[config.mk]
export PLATFORM = sky130hd
export DESIGN_NAME = led_flash_and_beep_timer_unit_flat
export DESIGN_NICKNAME = d
export VERILOG_FILES = /design/src/design/lfbt_pkg.sv /design/src/design/lfbt_chan_if.sv /design/src/design/lfbt_led_seq.sv /design/src/design/led_flash_and_beep_timer_unit.sv /design/src/flat_wrapper.sv
export SDC_FILE = /design/constraint.sdc
export NUM_CORES = 1
export LEC_CHECK = 0
export BUFFER_PORTS_ARGS = -buffer_cell sky130_fd_sc_hd__buf_2
export CAP_MARGIN = 15
export CORE_MARGIN = 5
export CORE_UTILIZATION = 60
export CTS_BUF_LIST = sky130_fd_sc_hd__clkbuf_16
export CTS_CLUSTER_DIAMETER = 60
export DETAILED_ROUTE_END_ITERATION = 12
export PLACE_DENSITY = 0.81
export SETUP_SLACK_MARGIN = 0.15
export SLEW_MARGIN = 15
export SYNTH_ARGS = -nofsm -noshare
export SYNTH_HDL_FRONTEND = slang
export SYNTH_SLANG_ARGS = --single-unit
[constraint.sdc]
create_clock -name clk -period 6.65 [get_ports clk]
set_clock_uncertainty 0.1 [all_clocks]
set_input_delay 1.33 -clock clk [delete_from_list [all_inputs] [get_ports clk]]
set_output_delay 1.33 -clock clk [all_outputs]
set_load 0.02 [all_outputs]
[src/design/lfbt_pkg.sv]
// Package for the LED flash and beep timer: payload structs, command codes,
// register indexes and reset constants. No dependencies.
`default_nettype none

package lfbt_pkg;

  localparam int LFBT_NUM_LEDS = 2;

  localparam int TICKS_W   = 16;
  localparam int FLASH_W   = 8;
  localparam int DIV_W     = 8;
  localparam int REG_IDX_W = 2;

  localparam logic [DIV_W-1:0]   BEEP_DIVIDER_RST = DIV_W'(1);
  localparam logic [TICKS_W-1:0] SHORT_BEEP_RST   = TICKS_W'(60);
  localparam logic [TICKS_W-1:0] LONG_BEEP_RST    = TICKS_W'(200);

  typedef enum logic [1:0] {
    CMD_TICK       = 2'd0,
    CMD_SHORT_BEEP = 2'd1,
    CMD_LONG_BEEP  = 2'd2,
    CMD_FLASH      = 2'd3
  } lfbt_cmd_t;

  typedef enum logic [REG_IDX_W-1:0] {
    REG_BEEP_DIVIDER = 2'd0,
    REG_SHORT_BEEP   = 2'd1,
    REG_LONG_BEEP    = 2'd2
  } lfbt_reg_t;

  typedef struct packed {
    lfbt_cmd_t            cmd;
    logic                 led_index;
    logic [TICKS_W-1:0]   on_ticks;
    logic [FLASH_W-1:0]   flash_total;
    logic [TICKS_W-1:0]   gap_ticks;
  } lfbt_in_t;

  typedef struct packed {
    logic [1:0] led_levels;
    logic       beep_level;
    logic [1:0] led_busy;
    logic       beep_active;
  } lfbt_out_t;

  typedef struct packed {
    logic [REG_IDX_W-1:0] reg_index;
    logic [TICKS_W-1:0]   wdata;
  } lfbt_cfg_t;

  // Per-LED strobes from the command decode.
  typedef struct packed {
    logic tick;
    logic start;
  } lfbt_led_ctl_t;

  // Per-LED status after the current beat is applied.
  typedef struct packed {
    logic pin;
    logic busy;
  } lfbt_led_stat_t;

endpackage

`default_nettype wire

[src/design/lfbt_chan_if.sv]
// Valid/ready channel carrying one payload beat of type T.
// Used for command input, result output and register writes; T is set to lfbt_pkg types.
`default_nettype none

interface lfbt_chan_if #(
  parameter type T = logic
);
  logic valid;
  logic ready;
  T     data;

  modport source (output valid, output data, input ready);
  modport sink   (input valid, input data, output ready);
endinterface

`default_nettype wire

[src/design/lfbt_led_seq.sv]
// Flash sequencer for one LED: on-time, flash count and gap counters.
// Depends on lfbt_pkg.
`default_nettype none

module lfbt_led_seq
  import lfbt_pkg::*;
(
  input  wire logic                 clk,
  input  wire logic                 rst,
  input  wire logic                 en,
  input  wire lfbt_led_ctl_t        ctl,
  input  wire logic [TICKS_W-1:0]   on_ticks,
  input  wire logic [FLASH_W-1:0]   flash_total,
  input  wire logic [TICKS_W-1:0]   gap_ticks,
  output lfbt_led_stat_t            stat_next
);

  logic [TICKS_W-1:0] on_counter, on_counter_next;
  logic [TICKS_W-1:0] on_reload, on_reload_next;
  logic [FLASH_W-1:0] flashes_left, flashes_left_next;
  logic [TICKS_W-1:0] gap_counter, gap_counter_next;
  logic [TICKS_W-1:0] gap_reload, gap_reload_next;
  logic               led_pin, led_pin_next;
  logic               busy_flag, busy_flag_next;

  always_comb begin
    on_counter_next   = on_counter;
    on_reload_next    = on_reload;
    flashes_left_next = flashes_left;
    gap_counter_next  = gap_counter;
    gap_reload_next   = gap_reload;
    led_pin_next      = led_pin;
    busy_flag_next    = busy_flag;

    if (ctl.start) begin
      // restart keeps a running on-time
      led_pin_next      = 1'b1;
      busy_flag_next    = 1'b1;
      flashes_left_next = flash_total;
      on_reload_next    = on_ticks;
      if (on_counter == '0) begin
        on_counter_next = on_ticks;
      end
      gap_counter_next  = '0;
      gap_reload_next   = (gap_ticks == '0) ? TICKS_W'(1) : gap_ticks;
    end else if (ctl.tick) begin
      if (on_counter != '0) begin
        on_counter_next = on_counter - TICKS_W'(1);
        if (on_counter_next == '0 && flashes_left != '0) begin
          led_pin_next      = 1'b0;
          flashes_left_next = flashes_left - FLASH_W'(1);
          if (flashes_left_next == '0) begin
            busy_flag_next   = 1'b0;
            gap_counter_next = '0;
          end else begin
            gap_counter_next = gap_reload;
          end
        end
      end else if (gap_counter != '0) begin
        gap_counter_next = gap_counter - TICKS_W'(1);
        if (gap_counter_next == '0) begin
          on_counter_next = on_reload;
          led_pin_next    = 1'b1;
        end
      end
    end
  end

  always_ff @(posedge clk) begin
    if (rst) begin
      on_counter   <= '0;
      flashes_left <= '0;
      gap_counter  <= '0;
      led_pin      <= 1'b0;
      busy_flag    <= 1'b0;
    end else if (en) begin
      on_counter   <= on_counter_next;
      flashes_left <= flashes_left_next;
      gap_counter  <= gap_counter_next;
      led_pin      <= led_pin_next;
      busy_flag    <= busy_flag_next;
    end
  end

  // reload values are only read after a start has written them
  always_ff @(posedge clk) begin
    if (en) begin
      on_reload  <= on_reload_next;
      gap_reload <= gap_reload_next;
    end
  end

  assign stat_next.pin  = led_pin_next;
  assign stat_next.busy = busy_flag_next;

endmodule

`default_nettype wire

[src/design/led_flash_and_beep_timer_unit.sv]
// LED flash and beep timer, top level. Depends on lfbt_pkg, lfbt_chan_if, lfbt_led_seq.
// The result beat is registered in the cycle after its command beat is accepted.
// Throughput: one command beat per cycle; the result register frees itself
// whenever the sink takes its beat, so input stalls only under output backpressure.
// Reset (rst, synchronous, active high): registers back to 1/60/200, all counters
// zero, buzzer and LEDs off, nothing busy, no result pending.
`default_nettype none

module led_flash_and_beep_timer_unit
  import lfbt_pkg::*;
#(
  parameter int NUM_LEDS = LFBT_NUM_LEDS
)(
  input  wire logic  clk,
  input  wire logic  rst,
  lfbt_chan_if.sink   in_ch,
  lfbt_chan_if.source out_ch,
  lfbt_chan_if.sink   cfg
);

  // LEDs visible in the 2-bit output fields
  localparam int SHOWN = (NUM_LEDS < 2) ? NUM_LEDS : 2;

  // ---------------------------------------------------------------------------
  // Configuration registers. Writes are always taken; an unknown index is a no-op.
  // ---------------------------------------------------------------------------
  logic [DIV_W-1:0]   beep_divider;
  logic [TICKS_W-1:0] short_beep_ticks;
  logic [TICKS_W-1:0] long_beep_ticks;
  lfbt_cfg_t          cfg_beat;

  assign cfg.ready = 1'b1;
  assign cfg_beat  = cfg.data;

  always_ff @(posedge clk) begin
    if (rst) begin
      beep_divider     <= BEEP_DIVIDER_RST;
      short_beep_ticks <= SHORT_BEEP_RST;
      long_beep_ticks  <= LONG_BEEP_RST;
    end else if (cfg.valid) begin
      unique case (cfg_beat.reg_index)
        REG_BEEP_DIVIDER: beep_divider     <= cfg_beat.wdata[DIV_W-1:0];
        REG_SHORT_BEEP:   short_beep_ticks <= cfg_beat.wdata;
        REG_LONG_BEEP:    long_beep_ticks  <= cfg_beat.wdata;
        default: ;
      endcase
    end
  end

  // ---------------------------------------------------------------------------
  // Handshake: a command beat is taken whenever the result register is empty
  // or being drained in the same cycle.
  // ---------------------------------------------------------------------------
  logic      out_valid;
  lfbt_out_t out_data;
  logic      accept;
  lfbt_in_t  beat;

  assign in_ch.ready  = !out_valid || out_ch.ready;
  assign accept       = in_ch.valid && in_ch.ready;
  assign beat         = in_ch.data;
  assign out_ch.valid = out_valid;
  assign out_ch.data  = out_data;

  // ---------------------------------------------------------------------------
  // Command decode
  // ---------------------------------------------------------------------------
  logic               is_tick;
  logic               is_beep;
  logic               is_flash;
  logic [TICKS_W-1:0] beep_load;

  always_comb begin
    is_tick   = 1'b0;
    is_beep   = 1'b0;
    is_flash  = 1'b0;
    beep_load = short_beep_ticks;
    unique case (beat.cmd)
      CMD_TICK:       is_tick = 1'b1;
      CMD_SHORT_BEEP: is_beep = 1'b1;
      CMD_LONG_BEEP: begin
        is_beep   = 1'b1;
        beep_load = long_beep_ticks;
      end
      CMD_FLASH:      is_flash = 1'b1;
      default: ;
    endcase
  end

  // ---------------------------------------------------------------------------
  // Buzzer: prescaler toggles the pin while the timeout runs; the pin is
  // forced off when the timeout reaches zero or a zero timeout is loaded.
  // ---------------------------------------------------------------------------
  logic [DIV_W-1:0]   beep_prescale, beep_prescale_next, prescale_inc;
  logic [TICKS_W-1:0] beep_remaining, beep_remaining_next;
  logic               buzzer_pin, buzzer_pin_next;

  always_comb begin
    beep_prescale_next  = beep_prescale;
    beep_remaining_next = beep_remaining;
    buzzer_pin_next     = buzzer_pin;
    prescale_inc        = beep_prescale + DIV_W'(1);

    if (is_tick) begin
      // divider of 0 or 1 wraps on every tick
      if (prescale_inc >= beep_divider) begin
        beep_prescale_next = '0;
        if (beep_remaining != '0) begin
          buzzer_pin_next = !buzzer_pin;
        end
      end else begin
        beep_prescale_next = prescale_inc;
      end
      if (beep_remaining != '0) begin
        beep_remaining_next = beep_remaining - TICKS_W'(1);
        if (beep_remaining_next == '0) begin
          buzzer_pin_next = 1'b0;
        end
      end
    end else if (is_beep) begin
      beep_remaining_next = beep_load;
      if (beep_load == '0) begin
        buzzer_pin_next = 1'b0;
      end
    end
  end

  always_ff @(posedge clk) begin
    if (rst) begin
      beep_prescale  <= '0;
      beep_remaining <= '0;
      buzzer_pin     <= 1'b0;
    end else if (accept) begin
      beep_prescale  <= beep_prescale_next;
      beep_remaining <= beep_remaining_next;
      buzzer_pin     <= buzzer_pin_next;
    end
  end

  // ---------------------------------------------------------------------------
  // LED sequencers. A flash with zero on-time or zero count is dropped; an
  // index past NUM_LEDS matches no sequencer.
  // ---------------------------------------------------------------------------
  logic           flash_ok;
  lfbt_led_stat_t led_stat [NUM_LEDS];

  assign flash_ok = is_flash && (beat.on_ticks != '0) && (beat.flash_total != '0);

  for (genvar i = 0; i < NUM_LEDS; i++) begin : g_led
    lfbt_led_ctl_t ctl;

    assign ctl.tick  = is_tick;
    assign ctl.start = flash_ok && (32'(beat.led_index) == i);

    lfbt_led_seq u_seq (
      .clk         (clk),
      .rst         (rst),
      .en          (accept),
      .ctl         (ctl),
      .on_ticks    (beat.on_ticks),
      .flash_total (beat.flash_total),
      .gap_ticks   (beat.gap_ticks),
      .stat_next   (led_stat[i])
    );
  end

  // ---------------------------------------------------------------------------
  // Result register: status after the beat is applied.
  // ---------------------------------------------------------------------------
  lfbt_out_t result;

  always_comb begin
    result             = '0;
    result.beep_level  = buzzer_pin_next;
    result.beep_active = (beep_remaining_next != '0);
    for (int i = 0; i < SHOWN; i++) begin
      result.led_levels[i] = led_stat[i].pin;
      result.led_busy[i]   = led_stat[i].busy;
    end
  end

  always_ff @(posedge clk) begin
    if (rst) begin
      out_valid <= 1'b0;
    end else if (accept) begin
      out_valid <= 1'b1;
    end else if (out_ch.ready) begin
      out_valid <= 1'b0;
    end
  end

  always_ff @(posedge clk) begin
    if (accept) begin
      out_data <= result;
    end
  end

endmodule

`default_nettype wire
[src/flat_wrapper.sv]
// flat-port wrapper written by rule: the top's interface ports become plain ports
module led_flash_and_beep_timer_unit_flat import lfbt_pkg::*;
#(
  parameter int NUM_LEDS = LFBT_NUM_LEDS
)
  (clk, rst, in_ch_valid, in_ch_data, in_ch_ready, out_ch_valid, out_ch_data, out_ch_ready, cfg_valid, cfg_data, cfg_ready);
  lfbt_chan_if in_ch_i ();
  lfbt_chan_if out_ch_i ();
  lfbt_chan_if cfg_i ();
  input  wire logic clk;
  input  wire logic rst;
  input wire logic [$bits(in_ch_i.valid)-1:0] in_ch_valid;
  input wire logic [$bits(in_ch_i.data)-1:0] in_ch_data;
  output wire logic [$bits(in_ch_i.ready)-1:0] in_ch_ready;
  output wire logic [$bits(out_ch_i.valid)-1:0] out_ch_valid;
  output wire logic [$bits(out_ch_i.data)-1:0] out_ch_data;
  input wire logic [$bits(out_ch_i.ready)-1:0] out_ch_ready;
  input wire logic [$bits(cfg_i.valid)-1:0] cfg_valid;
  input wire logic [$bits(cfg_i.data)-1:0] cfg_data;
  output wire logic [$bits(cfg_i.ready)-1:0] cfg_ready;
  assign in_ch_i.valid = in_ch_valid;
  assign in_ch_i.data = in_ch_data;
  assign in_ch_ready = in_ch_i.ready;
  assign out_ch_valid = out_ch_i.valid;
  assign out_ch_data = out_ch_i.data;
  assign out_ch_i.ready = out_ch_ready;
  assign cfg_i.valid = cfg_valid;
  assign cfg_i.data = cfg_data;
  assign cfg_ready = cfg_i.ready;
  led_flash_and_beep_timer_unit #(.NUM_LEDS(NUM_LEDS)) u_core (.clk(clk), .rst(rst), .in_ch(in_ch_i), .out_ch(out_ch_i), .cfg(cfg_i));
endmodule
==> results of run 1 <==
synth_stat cells (3+ instances only):
| cell type | number |
|---|---|
| nor2_1 | 18 |
| dfxtp_1 | 17 |
| xnor2_1 | 13 |
| a211oi_1 | 6 |
| a21oi_1 | 6 |
| nor3_1 | 6 |
| inv_1 | 5 |
| nand2_1 | 4 |
| or3_1 | 4 |
| nor4_1 | 3 |
| o21ai_0 | 3 |
cell families after synthesis:
kind of cell,Yosys count
AOI/OAI and AO/OA,17
xor gates and xnor gates,15
adders and majority gates,2
buffers and inverters,9
DFF,18
muxes,1
other,1
and+or+nand+nor,54
worst min-delay path, stage by stage (launching register included):
cell,delay [ps]
dfxtp_1,330
xnor2_1,70
nor2_1,80
per-stage QoR:
step                area (sq um)  hold slack, ps  cells  utilization (%)
finish                      1140             420    140             67.7
global route                1140             458    140             67.7
CTS                         1140             426    140             67.7
detailed placement          1060             411    136             63.0
global placement            1060             399    136             63.0
floorplan                   1040             378    117                -
area by class of cell:
cell class,instances,area (sq um)
multi-input combinational,90,624
clock inverter,1,3.75
inverter,5,18.8
sequential,18,370
tap,17,21.3
fill,144,546
clock buffer,3,75.1
timing repair buffer,6,30.0
sequential cells by signal (all words and copies together), names as in the netlist:
signal                 count
u_core.out_ch.data         1
u_core.out_ch.valid        1
u_core.beep_remaining     16
how the worst max path moves through the flow:
stage	start	end	slack, ps	cells past startpoint
after global placement	out_ch_ready	in_ch_ready	3440	3
final	out_ch_ready	in_ch_ready	3420	3
after detailed placement	out_ch_ready	in_ch_ready	3430	3
after global routing	out_ch_ready	in_ch_ready	3420	3
after floorplan	out_ch_ready	in_ch_ready	3630	1
after CTS	out_ch_ready	in_ch_ready	3430	3
layer usage:
layer	vias to the layer above	GRT usage, %	wire, microns
met5	-	0	0
met4	0	5.24	19
met3	4	7.16	83
met2	15	28.4	999
met1	401	22.4	901
li1	427	-	-
==> results by group, run 1 <==
Run status
  • Status: finished clean

Critical path
  • Crit path buf inv count: 2
  • Worst r2r src: u_core.beep_remaining[6]
  • CP peak stage delay: ~190 ps
  • CP Class: in -> out
  • Critical R2R Capture: u_core.out_ch.data
  • Crit. End Element: primary output
  • R2R setup slack: between 3000 and 4000 ps
  • Worst Reg2Reg Path Length in Cells: 5
  • Worst-path cell chain: buf_2, nand2b_1, buf_2
  • Slowest CP cell: nand2b_1
  • Crit-path max FO: 5
  • Top delay family on crit path: buffers and inverters
  • CP startpoint kind: input port
  • Crit path top cell by count: buf_2
  • Req. time, crit path: 5220 ps
  • Crit path DAT: 1800 ps

Synthesis
  • Synth top area share: between 30% and 40%
  • Post-synthesis cell type count: 35
  • Area leader, netlist: dfxtp_1
  • Mapped cell area: 1040 sq um
  • Largest family of logic cells by synthesized area: simple AND/OR/NAND/NOR gates
  • Main area contributors after synthesis: dfxtp_1 (33%), xnor2_1 (11%), nor2_1 (6.5%)
  • Top FF cell, synth: dfxtp_1
  • Simple-gate share of the synthesized area: roughly a third
  • Syn Inst Count: 117
  • Synth Area in Compound Gates: 10.8%
  • Syn nets: between 100 and 150
  • Average size of a mapped cell: 8.89 sq um
  • YS warnings: 0
  • Register bit total from synthesis: 18
  • Fraction of synthesized area in multiplexers: 1.44%
  • Post-Synth Adder-Cell Area: 2.41%
  • Post-Synth XOR/XNOR Area: 13.4%
  • Register area share after synthesis: 35.6%
  • Post-synth EDFFs: 1
  • Async SR Flop Fraction: 0%

Place
  • Buffers on Ports: 6
  • Place WS: 3430 ps
  • Dpl hpwl: 1380 microns
  • Routability cong.: 0.838

Timing
  • Crit path time final: between 3000 and 4000 ps
  • RSZ-0062 raised after global routing: false
  • Achievable Freq: 0.309 GHz
  • Slew HR: 40.1%
  • Worst-margin pin slew: between 800 and 900 ps
  • Final worst setup slack: 3420 ps
  • Hold Fails Final Rpt: 0
  • Tcrit/Tclk final: 48.6%
  • Final setup viols: 0
  • Final setup TNS: 0 ps
  • Count of pins over their slew limit: 0

Worst hold path
  • Hold path depth: 2
  • Hold Path Class: reg -> reg
  • HP Start: u_core.beep_remaining[15]
  • Worst Hold End: u_core.beep_remaining[15]

Clock network
  • Clock-pin slew on the worst setup and hold paths: 50 ps
  • # resized after CTS: 0
  • Clock Sinks: 18
  • Max Root-Sink Buffers: 2
  • Latest clock arrival within the worst-skew pair: 250 ps
  • Root Buffer: clkbuf_16
  • Number of buffers created by CTS: 3
  • Hold-fix buffers, CTS: 0
  • Setup Fix Bufs, Post-CTS: 0
  • CTS tree: built
  • H-tree Lvls: 1

Floorplan
  • Chip Height: 51.6 microns
  • Core Area: ~1700 sq um
  • Die area: 2670 sq um
  • Chip width: a little over 50 microns
  • # rows: 15
  • Top-level port count: 11
  • Initial Util: 61.6%

Layout
  • Most frequent cells in the layout: nor2_1 (18), dfxtp_1 (17), xnor2_1 (13)
  • Area grow syn2layout: 9.99%
  • Ant. Diodes: 0
  • Final nets: approximately 130
  • Commonest non-fill, non-tap cell in the layout: nor2_1
  • Share of layout cells above drive strength 1: 16.3%

Detailed routing
  • Vias: roughly 850
  • Vias/cell: 6.05
  • WL per Instance: 14.3 microns
  • Post-DRT Antenna Nets: 0
  • Post-route DRC violation count: 0
  • Final WL: 2000 microns
  • 1st-iter DRT viols: 15
  • Pre-Repair DR Iteration Count: 4

Global routing
  • First-pass GRT wire length: 3570 microns
  • Initial antenna violation count: 0
  • GRT Overall Usage: 18.0%
  • Largest net degree at the start of global routing: 19
  • Vias in the first global route: 765
  • Final global-route overflow total: 0

Run
  • MaxCap Viol Count: 0
Power of run 1 is not shown: default switching activity piles up to over one toggle a cycle in this logic, so the estimate is an artifact.
==> inputs of run 2 (changes only) <==
--- a/config.mk
+++ b/config.mk
@@ -8,11 +8,11 @@
 export BUFFER_PORTS_ARGS = -buffer_cell sky130_fd_sc_hd__buf_2
 export CAP_MARGIN = 15
 export CORE_MARGIN = 5
-export CORE_UTILIZATION = 60
+export CORE_UTILIZATION = 51
 export CTS_BUF_LIST = sky130_fd_sc_hd__clkbuf_16
 export CTS_CLUSTER_DIAMETER = 60
 export DETAILED_ROUTE_END_ITERATION = 12
-export PLACE_DENSITY = 0.81
+export PLACE_DENSITY = 0.73
 export SETUP_SLACK_MARGIN = 0.15
 export SLEW_MARGIN = 15
 export SYNTH_ARGS = -nofsm -noshare
==> constraint.sdc (replaced) <==
create_clock -name clk -period 2.7 [get_ports clk]
set_clock_uncertainty 0.1 [all_clocks]
set_input_delay 0.54 -clock clk [delete_from_list [all_inputs] [get_ports clk]]
set_output_delay 0.54 -clock clk [all_outputs]
set_load 0.02 [all_outputs]
==> results by group, run 2 (same netlist as run 1, synthesis figures left out) <==
Run status
  • Status: finished clean

Clock network
  • H-tree Lvls: 1 (unchanged)
  • Root Buffer: clkbuf_16
  • Setup Fix Bufs, Post-CTS: 0 (unchanged)
  • Number of buffers created by CTS: 3 (unchanged)
  • CTS tree: built
  • Hold-fix buffers, CTS: 0 (unchanged)
  • # resized after CTS: 0 (unchanged)
  • Clock Sinks: 18 (unchanged)
  • Latest clock arrival within the worst-skew pair: 250 ps (about the same)
  • Max Root-Sink Buffers: 2 (unchanged)
  • Clock-pin slew on the worst setup and hold paths: 50 ps (about the same)

Global routing
  • First-pass GRT wire length: 3600 microns (+0.76%)
  • Final global-route overflow total: 0 (unchanged)
  • Largest net degree at the start of global routing: 18 (-1)
  • Initial antenna violation count: 0 (unchanged)
  • Vias in the first global route: 825 (+7.8%)
  • GRT Overall Usage: 16.8% (-1.2 points)

Layout
  • Largest Register: u_core.beep_remaining
  • Commonest non-fill, non-tap cell in the layout: nor2_1
  • Share of layout cells above drive strength 1: 16.9% (+0.68 points)
  • Final nets: 134 (+0.75%)
  • Area grow syn2layout: 11.9%
  • Max FFs per register: 16 (unchanged)
  • Ant. Diodes: 0 (unchanged)
  • Most frequent cells in the layout: nor2_1 (18), dfxtp_1 (17), xnor2_1 (13)
  • Design area: 1160 sq um (+1.8%)

Floorplan
  • Chip width: 55.2 microns (+6.8%)
  • Top-level port count: 11 (unchanged)
  • Chip Height: 55.2 microns (+6.8%)
  • Die area: 3040 sq um (+14%)
  • # rows: 16 (+1)
  • Core Area: 1960 sq um (+16%)
  • Initial Util: 53.0% (-8.6 points)

Detailed routing
  • Vias: 851 (+0.47%)
  • Post-DRT Antenna Nets: 0 (unchanged)
  • Vias/cell: 5.64 (-6.8%)
  • Post-route DRC violation count: 0 (unchanged)
  • Pre-Repair DR Iteration Count: 4 (unchanged)
  • 1st-iter DRT viols: 11 (-4)
  • Final WL: 1970 microns (-1.9%)
  • WL per Instance: 13.0 microns (-9.1%)

Critical path
  • Crit. End Element: flip-flop
  • CP Class: reg -> reg
  • CP peak stage delay: 590 ps (+400 ps)
  • Worst-path cell chain: or4_4, nor4_4, nand2_1, mux2_4, o2111ai_2
  • CP startpoint kind: flip-flop
  • Crit path DAT: 2140 ps (+340 ps)
  • Crit-path max FO: 8 (+3)
  • Slowest CP cell: or4_4
  • Req. time, crit path: 2580 ps (-2640 ps)

Worst hold path
  • Hold Path Class: reg -> reg

Place
  • Buffers on Ports: 6 (unchanged)
  • Area after DPL: 1080 sq um (+1.9%)
  • Dpl hpwl: 1400 microns (+1.6%)
  • Routability cong.: 0.854 (+1.9%)

Timing
  • Final setup TNS: 0 ps (unchanged)
  • Tcrit/Tclk final: 83.6%
  • Count of pins over their slew limit: 0 (unchanged)
  • Hold Fails Final Rpt: 0 (unchanged)
  • Final setup viols: 0 (unchanged)
  • Achievable Freq: 0.443 GHz
  • Crit path time final: 2260 ps
  • RSZ-0062 raised after global routing: false

Run
  • MaxCap Viol Count: 0 (unchanged)
## run 2: changes by cell type in the layout (fill, tap and decap cells not counted), sizes merged
cell    before  now
buf          6    7
clkinv       1    0
inv          5    6
## run 2: path summary, 6_finish.rpt
kind                                   from                   endpoint  slack [ps]  cells past startpoint
setup reg to reg   u_core.beep_remaining[6]         u_core.out_ch.data         440                      5
hold reg to reg   u_core.beep_remaining[15]  u_core.beep_remaining[15]         420                      2
hold / removal    u_core.beep_remaining[15]  u_core.beep_remaining[15]         420                      2
setup / recovery   u_core.beep_remaining[6]         u_core.out_ch.data         440                      5
## run 2: area by class of cell
type / count / area, sq um
sequential: 18 / 370
inverter: 5 / 18.8
multi-input combinational: 90 / 624
tap: 27 / 33.8
fill: 177 / 798
clock buffer: 3 / 75.1
clock inverter: 1 / 3.75
timing repair buffer: 7 / 37.5
## run 2: stage by stage
| stage | hold slack, ps | instances | setup slack (ps) | util [%] |
|---|---|---|---|---|
| after floorplan | 378 | 117 | 509 | - |
| after global placement | 401 | 147 | 482 | 55.3 |
| after detailed placement | 416 | 147 | 454 | 55.3 |
| after CTS | 428 | 151 | 455 | 59.3 |
| after global routing | 469 | 151 | 319 | 59.3 |
| final | 422 | 151 | 443 | 59.3 |
## run 2: critical path: cells and delay by family (launching register included)
| family | cells | cell delay [ps] |
|---|---|---|
| AO/OA/AOI/OAI | 1 | 100 |
| flip-flops | 1 | 370 |
| multiplexers | 1 | 230 |
| AND/OR/NAND/NOR | 3 | 1190 |
## run 2: routing by layer
metal | GRT usage, % | routed length [microns] | vias up
li1 | - | - | 425
met1 | 20.2 | 884 | 398
met2 | 26.6 | 949 | 19
met3 | 3.22 | 59 | 9
met4 | 11.7 | 72 | 0
met5 | 0 | 0 | -
Power of run 2 is left out for the same reason.
